File: src/rtl/kdrs_pkg.sv
// Shared widths, register indexes and key codes for the key debounce/repeat scanner.
package kdrs_pkg;

  localparam int unsigned LEVEL_W = 5;
  localparam int unsigned KEY_W   = 3;
  localparam int unsigned DB_W    = 8;
  localparam int unsigned TICK_W  = 16;
  localparam int unsigned CNT_W   = 17;
  localparam int unsigned CFG_IDX_W  = 2;
  localparam int unsigned CFG_DATA_W = 16;

  typedef logic [KEY_W-1:0]      key_t;
  typedef logic [LEVEL_W-1:0]    level_t;
  typedef logic [CFG_IDX_W-1:0]  cfg_idx_t;
  typedef logic [CFG_DATA_W-1:0] cfg_data_t;

  localparam cfg_idx_t CFG_DEBOUNCE = 2'd0;
  localparam cfg_idx_t CFG_HOLD     = 2'd1;
  localparam cfg_idx_t CFG_REPEAT   = 2'd2;

  localparam key_t KEY_NONE   = 3'd0;
  localparam key_t KEY_CENTER = 3'd5;

  localparam logic [DB_W-1:0]   DB_TICKS_RST     = 8'd0;
  localparam logic [TICK_W-1:0] HOLD_TICKS_RST   = 16'd50;
  localparam logic [TICK_W-1:0] REPEAT_TICKS_RST = 16'd5;

endpackage

File: src/rtl/key_debounce_repeat_scanner_unit.sv
// Top level of the key debounce, long-press and auto-repeat scanner.
// Each input item is one scan tick carrying five active-low button levels; every
// item produces exactly one result item (key_written, key_code, center_long_press).
// The tick is encoded, the debounce state machine and its counters advance and the
// result lands in the output register all in the cycle the item is accepted, so the
// block takes one item per clock while the result drains; out_valid rises in the
// next cycle, and in_ready stays high while the output register is empty or drained.
// Configuration (debounce_ticks, hold_ticks, repeat_ticks at indexes 0, 1, 2) is
// accepted every cycle; writes to index 3 are dropped and data is masked to width.
module key_debounce_repeat_scanner_unit (
  input  logic                clk,
  input  logic                rst_n,
  // scan tick channel
  input  logic                in_valid,
  output logic                in_ready,
  input  kdrs_pkg::level_t    in_button_levels,
  // result channel
  output logic                out_valid,
  input  logic                out_ready,
  output logic                out_key_written,
  output kdrs_pkg::key_t      out_key_code,
  output logic                out_center_long_press,
  // configuration write channel
  input  logic                cfg_valid,
  output logic                cfg_ready,
  input  kdrs_pkg::cfg_idx_t  cfg_index,
  input  kdrs_pkg::cfg_data_t cfg_data
);
  import kdrs_pkg::*;

  typedef enum logic [1:0] {
    ST_RELEASED   = 2'd0,
    ST_PRESS_DB   = 2'd1,
    ST_PRESSED    = 2'd2,
    ST_RELEASE_DB = 2'd3
  } scan_state_t;

  // configuration registers
  logic [DB_W-1:0]   db_ticks_r;
  logic [TICK_W-1:0] hold_ticks_r;
  logic [TICK_W-1:0] repeat_ticks_r;

  // scanner state
  scan_state_t      state_r, state_nxt;
  logic [DB_W-1:0]  db_cnt_r, db_cnt_nxt;
  logic [CNT_W-1:0] hold_cnt_r, hold_cnt_nxt;
  logic [CNT_W-1:0] rep_cnt_r, rep_cnt_nxt;
  key_t             latched_r, latched_nxt;

  // output register
  logic out_valid_r;
  logic written_r, written_nxt;
  key_t code_r, code_nxt;
  logic longp_r, longp_nxt;

  key_t             key;
  logic             in_acc;
  logic [DB_W-1:0]  db_inc;
  logic [CNT_W-1:0] hold_inc;
  logic [CNT_W-1:0] rep_inc;

  kdrs_prio_enc u_enc (
    .levels (in_button_levels),
    .code   (key)
  );

  // Accept a tick whenever the output register is free or being taken this cycle.
  assign in_ready  = !out_valid_r || out_ready;
  assign in_acc    = in_valid && in_ready;
  assign cfg_ready = 1'b1;

  assign out_valid             = out_valid_r;
  assign out_key_written       = written_r;
  assign out_key_code          = code_r;
  assign out_center_long_press = longp_r;

  // Saturating increments; all counters hold at their all-ones maximum.
  assign db_inc   = (db_cnt_r == '1)   ? db_cnt_r   : db_cnt_r + DB_W'(1);
  assign hold_inc = (hold_cnt_r == '1) ? hold_cnt_r : hold_cnt_r + CNT_W'(1);
  assign rep_inc  = (rep_cnt_r == '1)  ? rep_cnt_r  : rep_cnt_r + CNT_W'(1);

  always_comb begin
    state_nxt    = state_r;
    db_cnt_nxt   = db_cnt_r;
    hold_cnt_nxt = hold_cnt_r;
    rep_cnt_nxt  = rep_cnt_r;
    latched_nxt  = latched_r;
    written_nxt  = 1'b0;
    code_nxt     = KEY_NONE;
    longp_nxt    = 1'b0;
    unique case (state_r)
      ST_RELEASED: begin
        // Any press starts a fresh debounce window.
        if (key != KEY_NONE) begin
          state_nxt  = ST_PRESS_DB;
          db_cnt_nxt = '0;
        end
      end
      ST_PRESS_DB: begin
        if (key == KEY_NONE) begin
          state_nxt = ST_RELEASED;
        end else begin
          db_cnt_nxt = db_inc;
          if (db_inc >= db_ticks_r) begin
            state_nxt   = ST_PRESSED;
            latched_nxt = key;
          end
        end
      end
      ST_PRESSED: begin
        if (key == KEY_NONE) begin
          state_nxt    = ST_RELEASE_DB;
          db_cnt_nxt   = '0;
          hold_cnt_nxt = '0;
        end else begin
          hold_cnt_nxt = hold_inc;
          if (hold_inc > CNT_W'(hold_ticks_r)) begin
            rep_cnt_nxt = rep_inc;
            if (key == KEY_CENTER) begin
              // Long press on center: flag it, restart the hold and suppress
              // the center code on release.
              longp_nxt    = 1'b1;
              hold_cnt_nxt = '0;
              latched_nxt  = KEY_NONE;
            end else if (rep_inc > CNT_W'(repeat_ticks_r)) begin
              // Repeat emits the key currently seen, not the latched one.
              rep_cnt_nxt = '0;
              written_nxt = 1'b1;
              code_nxt    = key;
            end
          end
        end
      end
      ST_RELEASE_DB: begin
        if (key == KEY_NONE) begin
          db_cnt_nxt = db_inc;
          if (db_inc >= db_ticks_r) begin
            state_nxt   = ST_RELEASED;
            written_nxt = 1'b1;
            code_nxt    = latched_r;
          end
        end else begin
          // Bounce: back to pressed, debounce count kept as is.
          state_nxt = ST_PRESSED;
        end
      end
      default: begin
        state_nxt = ST_RELEASED;
      end
    endcase
  end

  always_ff @(posedge clk) begin
    if (!rst_n) begin
      state_r        <= ST_RELEASED;
      db_cnt_r       <= '0;
      hold_cnt_r     <= '0;
      rep_cnt_r      <= '0;
      latched_r      <= KEY_NONE;
      out_valid_r    <= 1'b0;
      db_ticks_r     <= DB_TICKS_RST;
      hold_ticks_r   <= HOLD_TICKS_RST;
      repeat_ticks_r <= REPEAT_TICKS_RST;
    end else begin
      if (in_acc) begin
        state_r    <= state_nxt;
        db_cnt_r   <= db_cnt_nxt;
        hold_cnt_r <= hold_cnt_nxt;
        rep_cnt_r  <= rep_cnt_nxt;
        latched_r  <= latched_nxt;
      end
      // Hold the result until taken; a new item refills it in the same cycle.
      if (in_acc) begin
        out_valid_r <= 1'b1;
      end else if (out_ready) begin
        out_valid_r <= 1'b0;
      end
      if (cfg_valid && cfg_ready) begin
        unique case (cfg_index)
          CFG_DEBOUNCE: db_ticks_r     <= cfg_data[DB_W-1:0];
          CFG_HOLD:     hold_ticks_r   <= cfg_data[TICK_W-1:0];
          CFG_REPEAT:   repeat_ticks_r <= cfg_data[TICK_W-1:0];
          default:      ;
        endcase
      end
    end
  end

  // Result payload needs no reset.
  always_ff @(posedge clk) begin
    if (in_acc) begin
      written_r <= written_nxt;
      code_r    <= code_nxt;
      longp_r   <= longp_nxt;
    end
  end

  // Never overwrite a result that is still waiting.
  a_no_overwrite: assert property (@(posedge clk) disable iff (!rst_n)
    (out_valid_r && !out_ready) |-> !in_ready)
    else $error("input accepted while result stalled");

  // A long press never coincides with a key emission.
  a_longp_excl: assert property (@(posedge clk) disable iff (!rst_n)
    out_valid_r |-> !(longp_r && written_r))
    else $error("long press and key write in one result");

  // No code is shown without a write.
  a_code_needs_write: assert property (@(posedge clk) disable iff (!rst_n)
    (out_valid_r && !written_r) |-> (code_r == KEY_NONE))
    else $error("key code without key_written");

  // The hold counter is idle outside the pressed states.
  a_hold_idle: assert property (@(posedge clk) disable iff (!rst_n)
    (state_r == ST_RELEASED || state_r == ST_PRESS_DB) |-> (hold_cnt_r == '0))
    else $error("hold counter running while released");

endmodule

File: src/rtl/kdrs_prio_enc.sv
// Priority encoder: active-low button levels to key code, highest button wins.
module kdrs_prio_enc (
  input  kdrs_pkg::level_t levels,
  output kdrs_pkg::key_t   code
);
  import kdrs_pkg::*;

  always_comb begin
    code = KEY_NONE;
    for (int i = 0; i < LEVEL_W; i++) begin
      if (!levels[i]) begin
        code = KEY_W'(i + 1);
      end
    end
  end

endmodule
File: config.mk
export PLATFORM = sky130hd
export DESIGN_NAME = key_debounce_repeat_scanner_unit
export DESIGN_NICKNAME = d
export VERILOG_FILES = /design/src/rtl/kdrs_pkg.sv /design/src/rtl/key_debounce_repeat_scanner_unit.sv /design/src/rtl/kdrs_prio_enc.sv
export SDC_FILE = /design/constraint.sdc
export NUM_CORES = 1
export LEC_CHECK = 0
export ABC_AREA = 1
export ABC_CLOCK_PERIOD_IN_PS = 2800
export BUFFER_PORTS_ARGS = -buffer_cell sky130_fd_sc_hd__buf_2
export CORE_ASPECT_RATIO = 1.4
export CORE_MARGIN = 3
export CORE_UTILIZATION = 55
export DETAILED_ROUTE_END_ITERATION = 8
export GPL_TIMING_DRIVEN = 0
export PLACE_DENSITY = 0.76
export SLEW_MARGIN = 5
export SYNTH_ARGS = -nofsm -noshare
export SYNTH_HDL_FRONTEND = slang
export SYNTH_SLANG_ARGS = --single-unit
export TNS_END_PERCENT = 10
File: constraint.sdc
create_clock -name clk -period 2.8 [get_ports clk]
set_input_delay 0.28 -clock clk [delete_from_list [all_inputs] [get_ports clk]]
set_output_delay 0.28 -clock clk [all_outputs]
set_load 0.01 [all_outputs]
# [Yosys cells after proc, flatten, opt, wreduce, memory -nomap -nowiden]
# Index checks and enable logic that the tools add are counted.
[word_totals] regBits=93 latch_bits=0 ramBits=0 romBits=0 output_inout_bits=8 elab_cells=106 memories=0
[classes] n_addsub=3 mul=0 div=0 magnitude_cmp=3 eq_ne=19 shifts=0 n_mux=48 n_bitwise=3 reduce_logical=18
[op_table] cell="17-bit 2-to-1 mux" n=7
[op_table] cell="8-bit 2-to-1 mux" n=5
[op_table] cell="3-bit 2-to-1 mux" n=13
[op_table] cell="17-bit by 1-bit adder with 17-bit output, second input constant" n=2
[op_table] cell="17-bit == test, second input constant" n=2
[op_table] cell="17-bit by 16-bit greater-than comparator with 1-bit output" n=2
[op_table] cell="8-bit one-hot mux with 4 select lines" n=1
[op_table] cell="2-bit 2-to-1 mux" n=8
[op_table] cell="2-bit != test, second input constant" n=8
[op_table] cell="3-bit one-hot mux with 2 select lines" n=2
[op_table] cell="1-bit 2-to-1 mux" n=10
[op_table] cell="5-bit AND reduction" n=2
[op_table] cell="8-bit by 1-bit adder with 8-bit output, second input constant" n=1
[op_table] cell="8-bit == test, second input constant" n=1
[op_table] cell="8-bit greater-or-equal comparator" n=1
[op_table] cell="2-bit one-hot mux with 4 select lines" n=1
[op_table] cell="2-bit AND reduction" n=4
[op_table] cell="7-bit AND reduction" n=1
[op_table] cell="2-bit == test, second input constant" n=3
[op_table] cell="3-bit != test, second input constant" n=2
[op_table] cell="2-bit by 1-bit == test with 1-bit output, second input constant" n=2
[op_table] cell="2-bit zero test" n=2
[op_table] cell="4-bit AND reduction" n=1
[op_table] cell="2-bit nonzero test" n=2
[op_table] cell="other kinds (9)" n=11

# [Longest topological paths before layout]
# Gate-level depths: netlist of the first run.
[depth] word_depth=10 mapped_depth=22 depth_no_buf=22

# [Cells and area by module]
# A second synthesis of the first run with hierarchy kept.
[unflattened] hier_cells=785 area_unflattened_um2=5582.9
[by_module_without_submodules] module="key_debounce_repeat_scanner_unit" n_inst=1 cells_each=778 area_per_inst_um2=5551.6 seq_area_each_um2=1911.8
[by_module_without_submodules] module="kdrs_prio_enc" n_inst=1 cells_each=7 area_per_inst_um2=31.3 seq_area_each_um2=0.0

# [Worst setup path before layout of the first run]
# No wires, ideal clock.
[synth_path] path_kind="register -> register" from="register hold_cnt_r[0]" to="register hold_cnt_r[10]" arrival_time_ns=2.780 t_required_ns=2.668 setup_slack_ns=-0.112 path_stages_with_launch=21 path_buffers=1 cell_sequence="dfxtp_1 > ha_1 > inv_1 > nor2_1 > nand2_2 > nor2_4 > nand2_1 > nand2_1 > nor2_1 > xor2_1 > ha_1 > inv_1 > nor3_1 > nand2_1 > nand3_1 > nand3_2 > nand2_4 > nand3_2 > buf_4 > nand3_1 > a21oi_1"
[synth_between] elab_chain_len=5 elab_cells_between_ends=7 cone_classes="1 x add/sub; 1 x order compare; 1 x eq/ne; 4 x mux"
[synth_lines] element="start: declaration" line="key_debounce_repeat_scanner_unit.sv:46" text="logic [CNT_W-1:0] hold_cnt_r, hold_cnt_nxt;"
[synth_lines] element="start signal: assignment" line="key_debounce_repeat_scanner_unit.sv:168" text="hold_cnt_r <= hold_cnt_nxt;"
[synth_lines] element="17-bit by 1-bit adder with 17-bit output or 17-bit == test (tied branches)" line="key_debounce_repeat_scanner_unit.sv:79" text="assign hold_inc = (hold_cnt_r == '1) ? hold_cnt_r : hold_cnt_r + CNT_W'(1);"
[synth_lines] element="17-bit 2-to-1 mux *" line="key_debounce_repeat_scanner_unit.sv:79"
[synth_lines] element="17-bit by 16-bit greater-than comparator with 1-bit output or 17-bit 2-to-1 mux (tied branches)" line="key_debounce_repeat_scanner_unit.sv:117, key_debounce_repeat_scanner_unit.sv:119"
[synth_lines] element="17-bit 2-to-1 mux *" line="key_debounce_repeat_scanner_unit.sv:117" text="if (hold_inc > CNT_W'(hold_ticks_r)) begin"
[synth_lines] element="17-bit 2-to-1 mux *" line="key_debounce_repeat_scanner_unit.sv:111" text="if (key == KEY_NONE) begin"
# Every way passes the cells marked *; elsewhere a longest branch is shown, timed or not.
# A chain may end at the register's enable or synchronous reset.

# [Final worst setup path of the first run]
[layout_path] from="register hold_cnt_r[5]" to="register rep_cnt_r[2]"
[layout_between] elab_chain_len=4 elab_cells_between_ends=5 cone_classes="1 x add/sub; 1 x order compare; 1 x eq/ne; 1 x mux; 1 x reduce/logical"
[layout_lines] element="17-bit by 1-bit adder with 17-bit output or 17-bit == test (tied branches)" line="key_debounce_repeat_scanner_unit.sv:79"
[layout_lines] element="17-bit 2-to-1 mux *" line="key_debounce_repeat_scanner_unit.sv:79"
[layout_lines] element="17-bit by 16-bit greater-than comparator with 1-bit output *" line="key_debounce_repeat_scanner_unit.sv:117"
[layout_lines] element="4-bit AND reduction (no line) *"
[layout_lines] element="end signal: assignment" line="key_debounce_repeat_scanner_unit.sv:169" text="rep_cnt_r <= rep_cnt_nxt;"
[layout_lines] element="end: declaration" line="key_debounce_repeat_scanner_unit.sv:47" text="logic [CNT_W-1:0] rep_cnt_r, rep_cnt_nxt;"
# Marks and branches as above.

==> flow_summary.json, run 1 <==
{
  "required_ns": 3.07,
  "rows": 43,
  "synthesis.area_mm2": 0.00573,
  "holdPathStages": 3,
  "violations": "setup timing",
  "die_w_um": 92.3,
  "finalCriticalPeriod_ns": 3.02,
  "synth-seq-cells": 93,
  "dp_cells": 991,
  "path_cells": "nand2_2 > nor3_4 > nand2_2 > nor2_4 > nand2_4 > nand2_4 > nor2_1 > xor2_1 > ha_1 > inv_1 > nor3_2 > nand2_1 > nand3_2 > nand3_2 > nand2_4 > nand3_4 > buf_6 > nand2_2 > nand2_2 > a21oi_2",
  "layout_setup_ws_ns": -0.220,
  "r2r_setup_slack_ns": -0.22,
  "grt_start_max_net_pins": 16,
  "ant_nets": 0,
  "r2r_start": "hold_cnt_r[5]",
  "cts_buffers": 9,
  "die-area_mm2": 0.0117,
  "path_clk_slew_ns": 0.07,
  "p_leak_nw": 3.25,
  "synth_top_cell_area_share": 0.307,
  "cts_tree": "built",
  "fin_crit_sh": 1.08,
  "die_y_um": 127,
  "finalSetupViolCount": 42,
  "crit_top_cell": "nand2_2",
  "ys_seq_area_frac": 0.334,
  "antenna_cells": 0,
  "cp-end-kind": "flip-flop",
  "antenna_found_initial": 0,
  "worst_ep_arrival_time_ns": 3.29,
  "drv_slew": 0,
  "rsz0062_at_grt": "true",
  "rr_worst_depth": 20,
  "synth.avg_cell_area_um2": 6.97,
  "dr.first_iter.drc_count": 346,
  "place_area_mm2": 0.00607,
  "finalClockSkew_ns": 0.00788,
  "slowest_delay_ns": 0.37,
  "power_mw": 2.97,
  "finalWirelength_um": 16600,
  "cp.depth": 20,
  "numPortBuffers": 34,
  "tns_ns": -6.10,
  "ys_types": 39,
  "fin_nets": 977,
  "clock-sinks": 93,
  "final_cells": 1046,
  "cts_hold_buf": 0,
  "power_density_mw_per_mm2": 406,
  "cp-start-kind": "flip-flop",
  "grt_pass1_wl_um": 25300,
  "hpwl_um": 11400,
  "clockBufferDepth": 2,
  "yosysWarnings": 0,
  "yosysTopAreaCell": "dfxtp_1",
  "fin_util": 0.728,
  "synth.area.top_cells": "dfxtp_1, nand2_1, ha_1",
  "core_area_mm2": 0.0101,
  "rr_endpoint": "rep_cnt_r[2]",
  "clk_latency_ns": 0.34,
  "final_hold_viol_count": 0,
  "grt_overflow": 0,
  "drt-pass1-iter-count": 5,
  "vias": 5807,
  "grtUsageTotal": 0.269,
  "ir_worst_vdd_uv": 364,
  "worstHoldPathType": "input pin to flip-flop",
  "status": "finished with violations",
  "whs_ns": 0.196,
  "maxSlewHeadroom": 0.431,
  "cp_top_family": "simple AND/OR/NAND/NOR gates",
  "worst_pin_slew_ns": 0.847,
  "crit_buf_inv": 2,
  "drive_above_1_share": 0.270,
  "final_area_mm2": 0.00732,
  "worst-path-max-fanout": 7,
  "cts_htree_levels": 3,
  "critPathKind": "flip-flop to flip-flop",
  "drc": 0,
  "grt_pass1_vias": 5533,
  "cts-root-buf": "clkbuf_16",
  "area_delta_synth_final_pct": 27.8,
  "viasPerCell": 5.55,
  "hold_start": "cfg_data[0]",
  "fmax_mhz": 331,
  "maxCapViolCount": 0,
  "gp_congestion": 0.975,
  "netlist_instances": 822,
  "start_util": 0.570,
  "wire_per_inst_um": 15.9,
  "dp_slack_ns": -0.613,
  "io_pins": 36,
  "min_to": "repeat_ticks_r[0]",
  "cpMaxStageDelayCell": "dfxtp_4",
  "syn_nets": 893
}
cells in the final DEF (no fill, tap or decap), types with 5 or more instances in the layout:
cell type	n
edfxtp_1	5
buf_2	37
xor2_1	24
nand4_1	22
ha_1	34
nor2_4	9
ha_4	8
nand2_1	162
nor2_2	7
nand2_2	27
dfxtp_1	70
inv_1	109
o21ai_0	46
inv_2	10
o211ai_1	5
dfxtp_2	14
nand3_4	5
nand3_2	13
a21oi_2	23
buf_6	6
buf_4	34
a21oi_1	75
nor3_4	5
nand2_4	7
nor2_1	41
clkbuf_1	15
nand3_1	28
nor3_1	10
o21a_1	5
clkbuf_16	10
repair_timing:
item	in CTS	in global routing
setup buffers	24	12
pin swaps	32	45
gates resized for setup	61	104
cloned	2	1
endpoints found under the hold margin	0	0
setup endpoints to repair	44	44
where the power goes:
| part | switching, mW | total (mW) | internal (mW) |
|---|---|---|---|
| registers | 0.0186 | 1.39 | 1.37 |
| logic | 0.224 | 0.338 | 0.114 |
| clock network | 0.526 | 1.24 | 0.717 |
| total | 0.769 | 2.97 | 2.21 |
cells by family (layout without fill, tap and decap cells):
logic type,count (synthesis),count (layout),share of synthesized area
other,1,1,0.000654
AO/OA/AOI/OAI,166,166,0.162
AND/OR/NAND/NOR,344,344,0.264
adder cells (fa/ha/maj),43,43,0.0939
buffers and inverters,146,235,0.102
XOR/XNOR,29,29,0.0443
flip-flops,93,93,0.334
layer usage:
metal | global-route usage | routed length [um]
met2 | 0.514 | 8990
met1 | 0.282 | 6240
met5 | 0 | 0
met3 | 0.0397 | 670
met4 | 0.129 | 692
cell usage after synthesis:
cell type and n:
nor4_1 5, ha_1 43, xor2_1 25, buf_6 2
nand3_4 1, buf_4 3, nand2_1 193, dfxtp_1 88
a22oi_1 2, nand2_4 1, buf_2 5, a31o_2 1
o2111ai_1 1, inv_4 1, xnor2_1 4, nand4_1 22
nand3_2 3, o21ai_4 1, o21a_1 5, inv_1 118
o211ai_2 1, nor3_2 2, o21ai_0 48, inv_2 3
a21oi_1 90, o21ai_1 1, nand3_1 42, o21bai_1 1
nor2_1 51, a21o_1 1, nor3_1 16, nor2_4 2
conb_1 1, a21oi_2 9, o211ai_1 5, clkbuf_1 14
nor2_2 4, nand2_2 2, edfxtp_1 5
registers in the layout, summed over array words and instances (netlist names), 3 cells and up, named ones only:
name	cells
hold_cnt_r	17
rep_cnt_r	17
hold_ticks_r	16
repeat_ticks_r	16
db_cnt_r	8
db_ticks_r	8
latched_r	3
out_key_code	3
layout make-up:
| type | count | area, um2 |
|---|---|---|
| clock inverter | 5 | 60.1 |
| multi-input combinational | 583 | 3770 |
| timing repair buffer | 73 | 519 |
| sequential | 93 | 1940 |
| clock buffer | 11 | 243 |
| inverter | 122 | 468 |
| buffer | 24 | 146 |
| fill | 763 | 2740 |
| tap | 135 | 169 |
worst max path at each step:
stage / end / start
after floorplan: hold_cnt_r[10] / hold_cnt_r[0]
after global placement: hold_cnt_r[12] / hold_cnt_r[0]
after detailed placement: hold_cnt_r[14] / hold_cnt_r[0]
after CTS: out_key_code[1] / rep_cnt_r[0]
after global routing: rep_cnt_r[0] / hold_cnt_r[2]
final: rep_cnt_r[2] / hold_cnt_r[5]
worst min-delay path, delay by kind of cell:
kind | cells | cell delay (ns)
simple gates | 2 | 0.11
buf+inv | 1 | 0.12
Power figures use the tool's default switching activity.
==> inputs of run 2 (changes only) <==
Settings changed: ABC_AREA 1 to not set, GPL_TIMING_DRIVEN 0 to not set.
==> flow_summary.json, run 2 <==
{
  "cp-start-kind": "flip-flop",
  "vias": 5911,
  "drive_above_1_share": 0.300,
  "cts_htree_levels": 3,
  "worst_ep_arrival_time_ns": 4.06,
  "final_hold_viol_count": 0,
  "yosysMostFrequentCell": "nand2_1",
  "cts-root-buf": "clkbuf_16",
  "synth_edf_count": 5,
  "die-area_mm2": 0.0113,
  "numPortBuffers": 34,
  "synth.avg_cell_area_um2": 7.89,
  "cts_hold_buf": 0,
  "fmax_mhz": 265,
  "die_w_um": 90.7,
  "synthesis.area_mm2": 0.00552,
  "critPathKind": "flip-flop to flip-flop",
  "grt_overflow": 0,
  "yosys.area_share.xor_xnor": 0.0460,
  "clock-sinks": 93,
  "worstHoldPathType": "input pin to flip-flop",
  "maxSlewHeadroom": 0.558,
  "synth-seq-cells": 93,
  "worst-path-max-fanout": 9,
  "required_ns": 3.09,
  "ys_types": 67,
  "gp_congestion": 0.955,
  "io_pins": 36,
  "ant_nets": 0,
  "place_area_mm2": 0.00667,
  "p_leak_nw": 3.25,
  "hpwl_um": 11400,
  "muxShareOfSynthArea": 0.00997,
  "async_flop_share": 0,
  "viasPerCell": 6.03,
  "grtUsageTotal": 0.289,
  "rsz0062_at_grt": "true",
  "fin_nets": 914,
  "path_clk_slew_ns": 0.07,
  "clockBufferDepth": 2,
  "finalWirelength_um": 17800,
  "start_util": 0.574,
  "netlist_instances": 700,
  "finalClockSkew_ns": 0.00972,
  "yosysWarnings": 0,
  "ys_seq_area_frac": 0.346,
  "finalSetupViolCount": 41,
  "finalCriticalPeriod_ns": 3.77,
  "final_cells": 980,
  "fill_cells": 642,
  "antenna_cells": 0,
  "antenna_found_initial": 0,
  "worst_pin_slew_ns": 0.663,
  "dp_cells": 939,
  "synth_top_family_by_area": "simple AND/OR/NAND/NOR gates",
  "area_delta_synth_final_pct": 35.6,
  "drc": 0,
  "grt_pass1_vias": 5797,
  "ir_worst_vdd_uv": 411,
  "wire_per_inst_um": 18.2,
  "fin_crit_sh": 1.35,
  "cp-end-kind": "flip-flop",
  "layout_setup_ws_ns": -0.972,
  "drv_slew": 0,
  "synthAdderAreaFrac": 0.0974,
  "yosysTopAreaCell": "dfxtp_1",
  "die_y_um": 125,
  "cts_buffers": 9,
  "grt_pass1_wl_um": 26500,
  "rows": 42,
  "synth-simple-area-share": 0.261,
  "final_area_mm2": 0.00749,
  "violations": "setup timing",
  "most-common-layout-cells": "nand2_1, buf_4, dfxtp_1",
  "top_regs": "hold_cnt_r (17), rep_cnt_r (17)",
  "core_area_mm2": 0.00962,
  "synth_top_cell_area_share": 0.319,
  "dp_slack_ns": -0.764,
  "cts_tree": "built",
  "synthFlopType": "dfxtp_1",
  "synth.area.top_cells": "dfxtp_1, ha_1, nand2_1",
  "status": "finished with violations",
  "synth_compound_area_frac": 0.183,
  "dr.first_iter.drc_count": 478,
  "maxCapViolCount": 0,
  "syn_nets": 771,
  "grt_start_max_net_pins": 27,
  "drt-pass1-iter-count": 9,
  "clk_latency_ns": 0.36,
  "power_density_mw_per_mm2": 416,
  "synth_commonest_cells": "nand2_1, dfxtp_1, nor2_1"
}
run 2: critical path: stages, from the launching register on:
cell and delay, ns:
dfxtp_4 0.35, ha_4 0.16, and3_4 0.18, and4_4 0.16, nand3b_1 0.25, nor2_1 0.26
xor2_1 0.32, ha_1 0.32, nand2_1 0.20, nor3_4 0.07, a2111oi_4 0.38, o211ai_2 0.22
buf_4 0.19, a21oi_4 0.13, buf_6 0.15, buf_12 0.14, nand4b_1 0.10, nand3_1 0.12
run 2: where the power goes:
group          internal [mW]  leakage, nW  switching (mW)
Sequential              1.37        0.766          0.0209
Clock                  0.708        0.153           0.587
Combinational          0.181         2.33           0.250
run 2: final timing paths:
kind                            slack (ns)  depth (start not counted)                  to                from
worst max-delay path                 -0.97                         17      hold_cnt_r[15]       hold_cnt_r[0]
worst min-delay path                  0.17                          3  repeat_ticks_r[11]        cfg_data[11]
worst max register to register       -0.97                         17      hold_cnt_r[15]       hold_cnt_r[0]
worst min register to register        0.46                          2  repeat_ticks_r[12]  repeat_ticks_r[12]
run 2: logic make-up (layout without fill, tap and decap cells):
| family | Yosys count | in the layout |
|---|---|---|
| muxes | 5 | 5 |
| buffers and inverters | 77 | 224 |
| DFF | 93 | 93 |
| adders and majority gates | 43 | 43 |
| other | 1 | 1 |
| AOI/OAI and AO/OA | 151 | 151 |
| xor gates and xnor gates | 29 | 29 |
| and+or+nand+nor | 301 | 302 |
run 2: final cells by class:
cell class,instances,area [um2],area share
Sequential cell,93,1920,0.256
Clock buffer,9,225,0.0301
Timing Repair Buffer,162,1240,0.165
Tap cell,132,165,0.0221
Clock inverter,7,78.8,0.0105
Inverter,46,173,0.0231
Multi-Input combinational cell,531,3690,0.493
run 2: stage by stage:
step | power [mW] | hold slack [ns] | util | setup TNS, ns
global route | 3.19 | 0.179 | 0.779 | -39.70
detailed placement | 1.78 | 0.450 | 0.694 | -26.47
floorplan | 1.64 | 0.404 | - | -19.19
global placement | 1.76 | 0.444 | 0.694 | -20.85
CTS | 3.06 | 0.169 | 0.754 | -21.59
finish | 3.11 | 0.170 | 0.779 | -35.49
run 2: routing by layer:
| layer | track usage | vias up | share of wire |
|---|---|---|---|
| met5 | 0 | - | 0 |
| met4 | 0.176 | 0 | 0.056 |
| met3 | 0.0308 | 92 | 0.057 |
| met2 | 0.536 | 293 | 0.52 |
| met1 | 0.307 | 2791 | 0.37 |
| li1 | - | 2735 | - |
run 2: what timing repair did:
| action | 4_1_cts | 5_1_grt |
|---|---|---|
| buffers inserted | 12 | 10 |
| pin swaps | 22 | 32 |
| cloned | 2 | 2 |
| setup endpoints to repair | 41 | 43 |
| gates resized for setup | 33 | 35 |
==> inputs of run 3 (changes only) <==
--- a/config.mk
+++ b/config.mk
@@ -7,2 +7,3 @@
 export LEC_CHECK = 0
+export ABC_AREA = 1
 export ABC_CLOCK_PERIOD_IN_PS = 2800
==> constraint.sdc (replaced) <==
create_clock -name clk -period 2.8 [get_ports clk]
set_input_delay 0.56 -clock clk [delete_from_list [all_inputs] [get_ports clk]]
set_output_delay 0.56 -clock clk [all_outputs]
set_load 0.01 [all_outputs]
==> flow_summary.json, run 3 (synthesized netlist as in run 1, its figures left out) <==
{
  "status": "finished with violations",
  "violations": "setup timing",
  "drt-pass1-iter-count": 5,
  "start_util": 0.570,
  "die_y_um": 127,
  "cp-end-kind": "flip-flop",
  "grt_pass1_wl_um": 27700,
  "critPathKind": "flip-flop to flip-flop",
  "layout_setup_ws_ns": -0.300,
  "path_clk_slew_ns": 0.07,
  "cpMaxStageDelayCell": "dfxtp_1",
  "antenna_cells": 0,
  "fin_util": 0.787,
  "fill_cells": 668,
  "grt_overflow": 0,
  "antenna_found_initial": 0,
  "drc": 0,
  "power_density_mw_per_mm2": 392,
  "clock-sinks": 93,
  "ant_nets": 0,
  "crit_buf_inv": 4,
  "worstHoldPathType": "flip-flop to flip-flop",
  "ir_worst_vdd_uv": 350,
  "cts_htree_levels": 3,
  "vias": 6303,
  "final_cells": 1104,
  "slowest_delay_ns": 0.44,
  "most-common-layout-cells": "nand2_1, inv_1, buf_4",
  "grt_pass1_vias": 6082,
  "cts_buffers": 9,
  "maxSlewHeadroom": 0.287,
  "rsz0062_at_grt": "true",
  "grt_start_max_net_pins": 60,
  "fmax_mhz": 323,
  "drv_slew": 0,
  "path_cells": "nand2_4 > nor3_4 > nand2_2 > buf_6 > inv_2 > nand3_2 > xor2_1 > nand2_1 > ha_4 > buf_4 > nand4_1 > nor4_2 > nand3_2 > nand2_2 > inv_2 > nand3_2 > nand2_2",
  "rows": 43,
  "final_hold_viol_count": 0,
  "top_regs": "hold_cnt_r (17), rep_cnt_r (17)",
  "worst_ep_arrival_time_ns": 3.21,
  "final_common_cell": "nand2_1",
  "area_delta_synth_final_pct": 38.1,
  "dp_cells": 1060,
  "viasPerCell": 5.71,
  "finalCriticalPeriod_ns": 3.10,
  "fin_nets": 1035,
  "finalClockSkew_ns": 0.0102,
  "maxCapViolCount": 0,
  "worst-path-max-fanout": 4,
  "final_area_mm2": 0.00792,
  "tns_ns": -9.37,
  "cp-start-kind": "flip-flop",
  "hpwl_um": 12300,
  "wire_per_inst_um": 16.9,
  "grtUsageTotal": 0.296,
  "clk_latency_ns": 0.35,
  "finalWirelength_um": 18700,
  "cts_tree": "built",
  "gp_congestion": 0.944,
  "p_leak_nw": 3.61,
  "io_pins": 36,
  "cp_top_family": "simple AND/OR/NAND/NOR gates",
  "clockBufferDepth": 2,
  "fin_crit_sh": 1.11,
  "finalSetupViolCount": 42,
  "core_area_mm2": 0.0101,
  "numPortBuffers": 34,
  "required_ns": 2.90,
  "drive_above_1_share": 0.312,
  "worst_pin_slew_ns": 1.07,
  "cts-root-buf": "clkbuf_16",
  "die_w_um": 92.3,
  "place_area_mm2": 0.00673,
  "die-area_mm2": 0.0117,
  "dr.first_iter.drc_count": 512
}
## run 3: cell count changes in the layout (fill, tap and decap cells not counted), moves of 9 or more
cell     change
inv_1       +68
nand2_1     +63
o21ai_0     +33
nor2_1      -31
a21oi_2     +18
a21oi_1     +14
nand3_2     +13
nand2_2     +11
a22oi_1     -10
nor2_2      +10
xor2_1       +9
## run 3: worst register-to-register path, stage by stage (launching register included)
cell     delay, ns
dfxtp_1       0.44
nand2_4       0.09
nor3_4        0.20
nand2_2       0.10
buf_6         0.13
inv_2         0.06
nand3_2       0.06
xor2_1        0.18
nand2_1       0.14
ha_4          0.29
buf_4         0.10
nand4_1       0.15
nor4_2        0.39
nand3_2       0.18
nand2_2       0.15
inv_2         0.07
nand3_2       0.08
nand2_2       0.06
## run 3: timing repair
item                                    4_1_cts  5_1_grt
hold buffers                                  0        0
buffers inserted                             12       14
pin swaps                                    36       50
endpoints found under the setup margin       44       44
gates cloned                                  1        1
resized for setup                            65       74
## run 3: final cells by class
class	count	area, um2	share of cell area
Sequential cell	93	1920	0.243
Timing Repair Buffer	155	1230	0.155
Multi-Input combinational cell	583	3810	0.481
Clock inverter	7	97.6	0.0123
Inverter	122	463	0.0585
Clock buffer	9	225	0.0285
Tap cell	135	169	0.0213
## run 3: metal layers
layer	up-vias	global-route usage	share of wire	wire, um
li1	2971	-	-	-
met1	2969	0.305	0.36	6750
met2	270	0.545	0.54	10000
met3	93	0.0469	0.047	870
met4	0	0.196	0.057	1060
met5	-	0	0	0
## run 3: report_power, final
group,total (mW),switching (mW),internal [mW]
registers,1.40,0.0188,1.38
logic,0.360,0.238,0.122
clock network,1.34,0.555,0.789
total,3.10,0.812,2.29
## run 3: metrics by stage
stage / power, mW / setup slack (ns) / hold slack (ns)
2_1_floorplan: 1.63 / -0.0290 / 0.435
3_3_place_gp: 1.72 / -0.111 / 0.449
3_5_place_dp: 1.73 / -0.233 / 0.456
4_1_cts: 3.07 / -0.0604 / 0.465
5_1_grt: 3.21 / -0.442 / 0.484
6_report: 3.10 / -0.300 / 0.469
## run 3: path summary, 6_finish.rpt
kind,start,endpoint,slack [ns],cells after the start
worst min register to register,repeat_ticks_r[5],repeat_ticks_r[5],0.47,2
worst max-delay path,rep_cnt_r[2],out_key_code[0],-0.30,17
worst max register to register,rep_cnt_r[2],out_key_code[0],-0.30,17
worst min-delay path,repeat_ticks_r[5],repeat_ticks_r[5],0.47,2
